`src/mtc_pkg.sv`:
```
// ----------------------------------------------------------------------------
// mtc_pkg: shared types and constants for the MIDI time code decoder
// Status codes, sysex header bytes, time code record and millisecond scaling.
// ----------------------------------------------------------------------------
package mtc_pkg;

   // Message status bytes
   localparam logic [7:0] STATUS_QUARTER_FRAME = 8'hF1;
   localparam logic [7:0] STATUS_SYSEX         = 8'hF0;

   // Full-frame sysex framing
   localparam logic [7:0] FULL_FRAME_LENGTH = 8'd10;
   localparam logic [7:0] SYSEX_UNIVERSAL   = 8'h7F;
   localparam logic [7:0] SYSEX_ALL_DEVICES = 8'h7F;
   localparam logic [7:0] SYSEX_SUB_ID_MTC  = 8'h01;
   localparam logic [7:0] SYSEX_FULL_FRAME  = 8'h01;
   localparam logic [7:0] SYSEX_END         = 8'hF7;

   // Quarter-frame pieces needed for one complete code
   localparam logic [3:0] PIECES_PER_CODE = 4'd8;
   localparam logic [3:0] PIECE_COUNT_MAX = 4'hF;

   // Configuration register indexes
   localparam logic CSR_GAP_LIMIT    = 1'b0;
   localparam logic CSR_FRAME_ADJUST = 1'b1;

   // Register reset values
   localparam logic [15:0] GAP_LIMIT_RESET    = 16'd100;
   localparam logic [1:0]  FRAME_ADJUST_RESET = 2'd2;
   localparam logic [1:0]  RATE_RESET         = 2'd1;   // 25 fps

   typedef enum logic [1:0] {
      DIR_UNKNOWN  = 2'd0,
      DIR_FORWARD  = 2'd1,
      DIR_BACKWARD = 2'd2
   } dir_type;

   typedef enum logic [3:0] {
      PIECE_FRAMES_LO  = 4'd0,
      PIECE_FRAMES_HI  = 4'd1,
      PIECE_SECONDS_LO = 4'd2,
      PIECE_SECONDS_HI = 4'd3,
      PIECE_MINUTES_LO = 4'd4,
      PIECE_MINUTES_HI = 4'd5,
      PIECE_HOURS_LO   = 4'd6,
      PIECE_HOURS_HI   = 4'd7
   } piece_type;

   typedef struct packed {
      logic [4:0] hours;
      logic [6:0] minutes;
      logic [6:0] seconds;
      logic [6:0] frames;
      logic [1:0] rate;
   } mtc_time_type;

   typedef struct packed {
      logic         done;
      mtc_time_type tc;
   } mtc_qf_result_type;

   localparam int HEAD_WIDTH = 27;

   // Milliseconds per time unit
   localparam logic [26:0] HOUR_MS   = 27'd3600000;
   localparam logic [26:0] MINUTE_MS = 27'd60000;
   localparam logic [26:0] SECOND_MS = 27'd1000;

   // Frame to millisecond scaling: ms = (frames * FRAME_MS_K[rate]) >> FRAME_MS_SHIFT.
   // Each constant is the ceiling of (ms per frame) * 2^24; for frame counts up to
   // 127 the rounding error stays below the smallest nonzero fractional step.
   localparam int FRAME_MS_SHIFT = 24;
   localparam logic [29:0] FRAME_MS_K [4] = '{
      30'd699050667,    // 24 fps
      30'd671088640,    // 25 fps
      30'd559800334,    // 29.97 fps
      30'd559240534     // 30 fps
   };

endpackage

```
`src/midi_timecode_decoder_unit.sv`:
```
// ----------------------------------------------------------------------------
// midi_timecode_decoder_unit: MIDI time code decoder
// Decodes quarter-frame and full-frame messages into time and head position.
// ----------------------------------------------------------------------------
// One MIDI message is taken per transfer on the req_ channel and exactly one
// result per message leaves on the rsp_ channel, in order. A message goes
// through an input register, one pass of decode and head-position logic, and
// a result register, so the unit takes a new message every cycle when the
// output is not stalled. The input register and the result register each
// hold one message, so while the result is stalled one more message can
// transfer into the input register; after that req_stall stays high until
// the result is taken. Quarter-frame messages (F1) are gathered piece by
// piece; a code completes at piece 7 when running forward or at piece 0
// when running backward, and the frame count then gets frame_adjust frames
// added. A full-frame sysex message of length 10 sets the time directly.
// head_ms is the truncated position in milliseconds. code_running is 1 when
// gap_ms does not exceed gap_limit_ms. The user writes configuration through
// csr_write only while no message is in flight; the block does not enforce it.
// ----------------------------------------------------------------------------
module midi_timecode_decoder_unit (
   input  logic        clock,
   input  logic        reset,

   input  logic        csr_write,
   input  logic        csr_index,
   input  logic [15:0] csr_data,

   input  logic        req_valid,
   output logic        req_stall,
   input  logic [7:0]  req_status_byte,
   input  logic [7:0]  req_msg_length,
   input  logic [7:0]  req_byte_one,
   input  logic [7:0]  req_byte_two,
   input  logic [7:0]  req_byte_three,
   input  logic [7:0]  req_byte_four,
   input  logic [7:0]  req_byte_five,
   input  logic [7:0]  req_byte_six,
   input  logic [7:0]  req_byte_seven,
   input  logic [7:0]  req_byte_eight,
   input  logic [7:0]  req_byte_nine,
   input  logic [15:0] req_gap_ms,

   output logic        rsp_valid,
   input  logic        rsp_stall,
   output logic        rsp_time_updated,
   output logic        rsp_code_running,
   output logic [4:0]  rsp_out_hours,
   output logic [6:0]  rsp_out_minutes,
   output logic [6:0]  rsp_out_seconds,
   output logic [6:0]  rsp_out_frames,
   output logic [1:0]  rsp_out_rate,
   output logic [26:0] rsp_head_ms
);

   // configuration
   logic [15:0] gap_limit_ff;
   logic [1:0]  frame_adjust_ff;

   // input register
   logic        in_valid_ff, in_valid_in;
   logic [7:0]  status_ff, length_ff;
   logic [7:0]  b1_ff, b2_ff, b3_ff, b4_ff, b5_ff, b6_ff, b7_ff, b8_ff, b9_ff;
   logic [15:0] gap_ff;

   // result register; the latched time doubles as decoder state
   logic                  rsp_valid_ff, rsp_valid_in;
   logic                  updated_ff, updated_in;
   logic                  running_ff, running_in;
   mtc_pkg::mtc_time_type cur_time_ff, cur_time_in;
   logic [26:0]           head_ff, head_in;

   logic                       req_take;
   logic                       in_advance;
   logic                       qf_fire;
   logic                       full_frame_ok;
   mtc_pkg::mtc_time_type      full_time;
   mtc_pkg::mtc_qf_result_type qf_result;
   logic [26:0]                head_calc;

   // flow control: the input register moves on when the result slot is
   // empty or being taken in this cycle
   assign in_advance = in_valid_ff && (!rsp_valid_ff || !rsp_stall);
   assign req_stall  = in_valid_ff && rsp_valid_ff && rsp_stall;
   assign req_take   = req_valid && !req_stall;

   always_comb begin
      if (req_take) begin
         in_valid_in = 1'b1;
      end else if (in_advance) begin
         in_valid_in = 1'b0;
      end else begin
         in_valid_in = in_valid_ff;
      end
   end

   assign qf_fire = in_advance && (status_ff == mtc_pkg::STATUS_QUARTER_FRAME);

   mtc_quarter u_quarter (
      .clock        (clock),
      .reset        (reset),
      .qf_fire      (qf_fire),
      .qf_data      (b1_ff),
      .frame_adjust (frame_adjust_ff),
      .qf_result    (qf_result)
   );

   // full-frame sysex: F0 7F 7F 01 01 hh mm ss ff F7
   always_comb begin
      full_frame_ok = (status_ff == mtc_pkg::STATUS_SYSEX) &&
                      (length_ff == mtc_pkg::FULL_FRAME_LENGTH) &&
                      (b1_ff == mtc_pkg::SYSEX_UNIVERSAL) &&
                      (b2_ff == mtc_pkg::SYSEX_ALL_DEVICES) &&
                      (b3_ff == mtc_pkg::SYSEX_SUB_ID_MTC) &&
                      (b4_ff == mtc_pkg::SYSEX_FULL_FRAME) &&
                      (b9_ff == mtc_pkg::SYSEX_END);
      full_time.hours   = b5_ff[4:0];
      full_time.rate    = b5_ff[6:5];
      full_time.minutes = b6_ff[6:0];
      full_time.seconds = b7_ff[6:0];
      full_time.frames  = b8_ff[6:0];
   end

   always_comb begin
      if (qf_result.done) begin
         cur_time_in = qf_result.tc;
      end else if (full_frame_ok) begin
         cur_time_in = full_time;
      end else begin
         cur_time_in = cur_time_ff;
      end
   end

   mtc_head u_head (
      .tc      (cur_time_in),
      .head_ms (head_calc)
   );

   always_comb begin
      updated_in = qf_result.done || full_frame_ok;
      running_in = (gap_ff <= gap_limit_ff);
      head_in    = updated_in ? head_calc : head_ff;
      if (in_advance) begin
         rsp_valid_in = 1'b1;
      end else if (!rsp_stall) begin
         rsp_valid_in = 1'b0;
      end else begin
         rsp_valid_in = rsp_valid_ff;
      end
   end

   always_ff @(posedge clock) begin
      if (reset) begin
         gap_limit_ff    <= mtc_pkg::GAP_LIMIT_RESET;
         frame_adjust_ff <= mtc_pkg::FRAME_ADJUST_RESET;
      end else if (csr_write) begin
         case (csr_index)
            mtc_pkg::CSR_GAP_LIMIT:    gap_limit_ff    <= csr_data;
            mtc_pkg::CSR_FRAME_ADJUST: frame_adjust_ff <= csr_data[1:0];
            default: begin
            end
         endcase
      end
   end

   always_ff @(posedge clock) begin
      if (reset) begin
         in_valid_ff <= 1'b0;
      end else begin
         in_valid_ff <= in_valid_in;
      end
   end

   always_ff @(posedge clock) begin
      if (req_take) begin
         status_ff <= req_status_byte;
         length_ff <= req_msg_length;
         b1_ff     <= req_byte_one;
         b2_ff     <= req_byte_two;
         b3_ff     <= req_byte_three;
         b4_ff     <= req_byte_four;
         b5_ff     <= req_byte_five;
         b6_ff     <= req_byte_six;
         b7_ff     <= req_byte_seven;
         b8_ff     <= req_byte_eight;
         b9_ff     <= req_byte_nine;
         gap_ff    <= req_gap_ms;
      end
   end

   always_ff @(posedge clock) begin
      if (reset) begin
         rsp_valid_ff        <= 1'b0;
         cur_time_ff.hours   <= '0;
         cur_time_ff.minutes <= '0;
         cur_time_ff.seconds <= '0;
         cur_time_ff.frames  <= '0;
         cur_time_ff.rate    <= mtc_pkg::RATE_RESET;
         head_ff             <= '0;
      end else begin
         rsp_valid_ff <= rsp_valid_in;
         if (in_advance) begin
            cur_time_ff <= cur_time_in;
            head_ff     <= head_in;
         end
      end
   end

   always_ff @(posedge clock) begin
      if (in_advance) begin
         updated_ff <= updated_in;
         running_ff <= running_in;
      end
   end

   assign rsp_valid        = rsp_valid_ff;
   assign rsp_time_updated = updated_ff;
   assign rsp_code_running = running_ff;
   assign rsp_out_hours    = cur_time_ff.hours;
   assign rsp_out_minutes  = cur_time_ff.minutes;
   assign rsp_out_seconds  = cur_time_ff.seconds;
   assign rsp_out_frames   = cur_time_ff.frames;
   assign rsp_out_rate     = cur_time_ff.rate;
   assign rsp_head_ms      = head_ff;

endmodule

```
`src/mtc_quarter.sv`:
```
// ----------------------------------------------------------------------------
// mtc_quarter: quarter-frame gathering
// Collects the eight pieces, learns the direction of travel and flags completion.
// ----------------------------------------------------------------------------
module mtc_quarter (
   input  logic                       clock,
   input  logic                       reset,
   input  logic                       qf_fire,
   input  logic [7:0]                 qf_data,
   input  logic [1:0]                 frame_adjust,
   output mtc_pkg::mtc_qf_result_type qf_result
);

   logic [4:0]       hours_ff, hours_in;
   logic [5:0]       minutes_ff, minutes_in;
   logic [5:0]       seconds_ff, seconds_in;
   logic [4:0]       frames_ff, frames_in;
   logic [1:0]       rate_ff, rate_in;
   logic [3:0]       count_ff, count_in;
   mtc_pkg::dir_type dir_ff, dir_in;
   logic [7:0]       prev_ff, prev_in;
   logic             first_ff, first_in;
   logic             last_ff, last_in;

   logic [3:0] kind;
   logic [3:0] prev_kind;
   logic [3:0] count_sat;
   logic       done;

   always_comb begin
      kind      = qf_data[7:4];
      prev_kind = prev_ff[7:4];
      count_sat = (count_ff == mtc_pkg::PIECE_COUNT_MAX) ? count_ff : count_ff + 4'd1;

      hours_in   = hours_ff;
      minutes_in = minutes_ff;
      seconds_in = seconds_ff;
      frames_in  = frames_ff;
      rate_in    = rate_ff;
      count_in   = count_ff;
      dir_in     = dir_ff;
      prev_in    = prev_ff;
      first_in   = first_ff;
      last_in    = last_ff;
      done       = 1'b0;

      if (qf_fire) begin
         if (dir_ff == mtc_pkg::DIR_UNKNOWN && count_ff > 4'd1) begin
            if (prev_kind < kind) begin
               dir_in = mtc_pkg::DIR_FORWARD;
            end else if (prev_kind > kind) begin
               dir_in = mtc_pkg::DIR_BACKWARD;
            end
         end
         prev_in = qf_data;

         // pieces 8..F only move direction and previous byte
         case (kind)
            mtc_pkg::PIECE_FRAMES_LO: begin
               frames_in = {1'b0, qf_data[3:0]};
               count_in  = count_sat;
               first_in  = 1'b1;
               done      = (count_sat >= mtc_pkg::PIECES_PER_CODE) &&
                           (dir_in == mtc_pkg::DIR_BACKWARD) && last_ff;
            end
            mtc_pkg::PIECE_FRAMES_HI: begin
               frames_in = frames_ff | {qf_data[0], 4'b0000};
               count_in  = count_sat;
            end
            mtc_pkg::PIECE_SECONDS_LO: begin
               seconds_in = {2'b00, qf_data[3:0]};
               count_in   = count_sat;
            end
            mtc_pkg::PIECE_SECONDS_HI: begin
               seconds_in = seconds_ff | {qf_data[1:0], 4'b0000};
               count_in   = count_sat;
            end
            mtc_pkg::PIECE_MINUTES_LO: begin
               minutes_in = {2'b00, qf_data[3:0]};
               count_in   = count_sat;
            end
            mtc_pkg::PIECE_MINUTES_HI: begin
               minutes_in = minutes_ff | {qf_data[1:0], 4'b0000};
               count_in   = count_sat;
            end
            mtc_pkg::PIECE_HOURS_LO: begin
               hours_in = {1'b0, qf_data[3:0]};
               count_in = count_sat;
            end
            mtc_pkg::PIECE_HOURS_HI: begin
               hours_in = hours_ff | {qf_data[0], 4'b0000};
               rate_in  = qf_data[2:1];
               count_in = count_sat;
               last_in  = 1'b1;
               done     = (count_sat >= mtc_pkg::PIECES_PER_CODE) &&
                          (dir_in == mtc_pkg::DIR_FORWARD) && first_ff;
            end
            default: begin
            end
         endcase
      end

      // completed code, frames include the delay adjustment (not wrapped)
      qf_result.done       = done;
      qf_result.tc.hours   = hours_in;
      qf_result.tc.minutes = {1'b0, minutes_in};
      qf_result.tc.seconds = {1'b0, seconds_in};
      qf_result.tc.frames  = {2'b00, frames_in} + {5'b00000, frame_adjust};
      qf_result.tc.rate    = rate_in;

      if (done) begin
         hours_in   = '0;
         minutes_in = '0;
         seconds_in = '0;
         frames_in  = '0;
         rate_in    = '0;
         count_in   = '0;
         dir_in     = mtc_pkg::DIR_UNKNOWN;
         first_in   = 1'b0;
         last_in    = 1'b0;
      end
   end

   always_ff @(posedge clock) begin
      if (reset) begin
         hours_ff   <= '0;
         minutes_ff <= '0;
         seconds_ff <= '0;
         frames_ff  <= '0;
         rate_ff    <= '0;
         count_ff   <= '0;
         dir_ff     <= mtc_pkg::DIR_UNKNOWN;
         prev_ff    <= '0;
         first_ff   <= 1'b0;
         last_ff    <= 1'b0;
      end else begin
         hours_ff   <= hours_in;
         minutes_ff <= minutes_in;
         seconds_ff <= seconds_in;
         frames_ff  <= frames_in;
         rate_ff    <= rate_in;
         count_ff   <= count_in;
         dir_ff     <= dir_in;
         prev_ff    <= prev_in;
         first_ff   <= first_in;
         last_ff    <= last_in;
      end
   end

endmodule

```
`src/mtc_head.sv`:
```
// ----------------------------------------------------------------------------
// mtc_head: time code to head position
// Whole milliseconds from hours, minutes, seconds, frames and frame rate.
// ----------------------------------------------------------------------------
module mtc_head (
   input  mtc_pkg::mtc_time_type tc,
   output logic [26:0]           head_ms
);

   logic [26:0] hour_part;
   logic [26:0] minute_part;
   logic [26:0] second_part;
   logic [36:0] frame_product;
   logic [12:0] frame_part;

   always_comb begin
      hour_part     = {22'd0, tc.hours} * mtc_pkg::HOUR_MS;
      minute_part   = {20'd0, tc.minutes} * mtc_pkg::MINUTE_MS;
      second_part   = {20'd0, tc.seconds} * mtc_pkg::SECOND_MS;
      // truncating division by the frame rate via fixed-point reciprocal
      frame_product = {30'd0, tc.frames} * {7'd0, mtc_pkg::FRAME_MS_K[tc.rate]};
      frame_part    = frame_product[mtc_pkg::FRAME_MS_SHIFT +: 13];
      head_ms       = hour_part + minute_part + second_part + {14'd0, frame_part};
   end

endmodule

```
`config.mk`:
```
export PLATFORM = sky130hd
export DESIGN_NAME = midi_timecode_decoder_unit
export DESIGN_NICKNAME = d
export VERILOG_FILES = /design/src/mtc_pkg.sv /design/src/midi_timecode_decoder_unit.sv /design/src/mtc_quarter.sv /design/src/mtc_head.sv
export SDC_FILE = /design/constraint.sdc
export NUM_CORES = 1
export LEC_CHECK = 0
export ABC_CLOCK_PERIOD_IN_PS = 18100
export BUFFER_PORTS_ARGS = -buffer_cell sky130_fd_sc_hd__buf_2
export CAP_MARGIN = 20
export CORE_MARGIN = 2
export CORE_UTILIZATION = 55
export DETAILED_ROUTE_END_ITERATION = 6
export PLACE_DENSITY = 0.75
export SLEW_MARGIN = 20
export SYNTH_ARGS = -nofsm -noshare
export SYNTH_HDL_FRONTEND = slang
export SYNTH_SLANG_ARGS = --single-unit
```
`constraint.sdc`:
```
create_clock -name clock -period 18.1 [get_ports clock]
set_clock_uncertainty 0.2 [all_clocks]
set_input_delay 5.43 -clock clock [delete_from_list [all_inputs] [get_ports clock]]
set_output_delay 5.43 -clock clock [all_outputs]
set_load 0.03 [all_outputs]
```
==> reports/results.md <==
## Run status
* complete, no violations — status

## Routing
* 13800 — vias after detailed routing
* 17.1 um — detail-routed net length per standard cell
* 5.46 — number of vias per cell after detailed routing
* 5 — drt first pass iters
* 0 — remaining routing DRC violations
* 693 — initial drt markers
* 43200 um — total wire length
* 0 — Post-DRT Antenna Nets

## Timing
* 0 — Slew Limit Fails
* 0.0580 GHz — FMAX
* 0 — setup violators final
* false — unrepaired setup endpoints after global routing
* 1.34 ns — transition time at the pin with the least slew margin
* 0 ns — Total Neg Setup Slack
* 17.24 ns — post-layout min period
* 8.44% — Max-Slew Margin vs Limit
* 95.2% — Final period util
* 0 — Final Hold Fails

## Floorplan
* 66 — standard-cell rows
* 56.1% — starting density of the core
* 187 um — Die Y-Extent
* 187 um — horizontal die dimension
* 32700 um^2 — Std-Cell Core Area
* 185 — number of ports placed on the die boundary
* 34800 um^2 — full die area

## Finish
* sky130_fd_sc_hd__inv_1 — most frequent standard cell in the layout excluding fill and tap cells
* sky130_fd_sc_hd__inv_1 (309), sky130_fd_sc_hd__ha_1 (248), sky130_fd_sc_hd__nand2_1 (202) — leading cell types in the layout, fill and taps excluded
* 0 — diode count
* 13.7% — ratio of cells with drive above 1 in the final layout
* 12.3% — layout overhead on the synthesized area
* 2795 — # fillers
* 63.0% — Post-Route Utilization
* 2610 — total number of nets in the final design
* 20600 um^2 — final design area excluding fillers
* 2535 — Final Non-Filler Cells

## Worst setup path
* 17.48 ns — data arrival time of the critical path
* 0.67 ns — maximum cell stage delay along the critical path
* in2reg — critical setup path kind
* 18.34 ns — CP Data Required Time
* primary input — crit path launch type
* 7 — top fanout value on the critical path
* sky130_fd_sc_hd__fa_1 — Slowest cell on crit path
* flip-flop — kind of end point of the critical path

## Job
* 0 — count of maximum capacitance violations

## Place
* 180 — # port buffers
* 2489 — Placed Cells incl. Taps
* 19800 um^2 — area after detailed placement
* 34500 um — detailed placer's ending HPWL
* 0.925 — final weighted congestion of routability-driven global placement

## Pwr
* 52.0 nW/um^2 — areal power density over the cells
* 10.8 nW — Static Leak
* 1.07 mW — Pwr Total
* 0.0000822 V — worst voltage drop across the vdd grid

## CTS
* 0 — cts hold-fix bufs
* 1 — CTS H-tree depth
* 0.54 ns — source-to-sink clock delay at the later pin of the worst-skew pair
* 3 — clk buf depth
* 0.05 ns — Clock transition at path regs
* 25 — TritonCTS Buffers
* built — clock tree from TritonCTS
* sky130_fd_sc_hd__clkbuf_16 — clock tree root buffer cell
* 213 — clock sinks

## Logic synthesis
* 102 — number of flops mapped to enable cells by yosys
* 2422 — Net Count, Synth
* 0% — share of flip-flops with an asynchronous set or reset
* 17.7% — proportion of netlist area held by the largest area contributor
* 9.73 um^2 — synthesized area per cell
* sky130_fd_sc_hd__dfxtp_1 — Most used DFF post-synth
* 0 — count of warnings emitted by yosys
* sky130_fd_sc_hd__fa_1 (18%), sky130_fd_sc_hd__ha_1 (17%), sky130_fd_sc_hd__edfxtp_1 (17%) — leading post-synthesis cells by cell area
* 28.8% — sequential-to-total area share from yosys stat
* 1886 — cells after synthesis
* 18300 um^2 — Synth Cell Area
* sky130_fd_sc_hd__fa_1 — post-synthesis cell type with the largest combined area
* 213 — synthesized flop and latch total
* 68 — number of distinct library cells after synthesis

## GRT
* 0 — global-route congestion overflow total
* 1 — number of antenna violations at the first check in global routing
* 77 — pin count of the biggest net entering global routing
* 25.0% — total routing usage reported by global routing
* 70400 um — wire length of the first global-routing pass
* 14100 — vias in the first global route

## Min path
* reg2reg — Hold WC Path Type

==> registers in the layout, summed over array words and instances, names as in the netlist, 7 cells and up <==
name / cells
b2_ff: 8
b3_ff: 8
rsp_out_seconds: 7
gap_limit_ff: 16
b5_ff: 7
rsp_out_minutes: 7
gap_ff: 16
b4_ff: 8
rsp_out_frames: 7
b8_ff: 7
b1_ff: 8
status_ff: 8
b6_ff: 7
b9_ff: 8
length_ff: 8
b7_ff: 7
rsp_head_ms: 27
==> timing repair <==
item / CTS / global route
endpoints found under the setup margin: 0 / 1
resized for setup: 0 / 2
setup buffers: 0 / 0
==> logic make-up (layout without fill, tap and decap cells) <==
group,count (synthesis),after routing,synth area share [%]
XOR/XNOR,67,67,3.27
flip-flops,213,213,28.8
multiplexers,56,56,3.23
buffers and inverters,356,563,7.40
adder cells (fa/ha/maj),410,410,34.6
AND/OR/NAND/NOR,473,473,12.2
AO/OA/AOI/OAI,311,311,10.5
==> layout make-up <==
| cell class | instances | area, um^2 | area share [%] |
|---|---|---|---|
| multi-input cells | 1317 | 11700 | 56.9 |
| flip-flops and latches | 213 | 5290 | 25.6 |
| clock inverters | 14 | 116 | 0.565 |
| inverters | 309 | 1160 | 5.63 |
| repair buffers | 208 | 1110 | 5.39 |
| clock buffers | 32 | 662 | 3.21 |
| well taps | 442 | 553 | 2.68 |
==> worst max-delay path: cells and delay by family <==
family / cells / cell delay [ns]
multiplexers: 2 / 0.69
buffers and inverters: 8 / 0.70
XOR/XNOR: 3 / 0.68
adder cells (fa/ha/maj): 9 / 4.01
AO/OA/AOI/OAI: 14 / 3.67
AND/OR/NAND/NOR: 12 / 2.29
==> through the flow <==
step	hold slack (ns)	setup WS, ns
final	0.250	0.863
after detailed placement	0.245	0.113
after global placement	0.239	0.258
after CTS	0.252	0.586
after floorplan	0.233	1.43
after global routing	0.270	0.0561
==> metal layers <==
metal	GRT usage, %	part of all wire, %	up-vias
met3	3.78	5.8	82
met1	33.4	44	6686
met5	0	0.030	-
met2	42.6	48	370
li1	-	-	6707
met4	6.53	2.6	2
==> cells in the mapped netlist, drive strengths merged (9+ instances only) <==
cell,n
nor2,107
a31oi,10
nand2b,14
o21ai,49
nor3,33
clkbuf,36
ha,248
nor2b,15
xor2,28
inv,309
o21a,14
xnor2,38
nand2,202
mux2,25
o31ai,9
a21o,30
a21oi,134
nand3,20
a211oi,14
dfxtp,111
a211o,11
nand4,13
edfxtp,102
mux2i,31
and3,9
buf,11
fa,162
==> worst paths after layout <==
| path | start | endpoint | slack, ns | depth (start not counted) |
|---|---|---|---|---|
| min reg2reg | rsp_head_ms[20] | rsp_head_ms[20] | 0.25 | 2 |
| min | rsp_head_ms[20] | rsp_head_ms[20] | 0.25 | 2 |
| max | rsp_stall | rsp_head_ms[26] | 0.86 | 48 |
| max reg2reg | b1_ff[5] | rsp_head_ms[26] | 5.16 | 42 |
==> where the power goes <==
part           switching [mW]  internal (mW)
Sequential            0.00966          0.523
Combinational          0.0356         0.0241
Clock                   0.205          0.275
(Power assumes the default switching activity.)
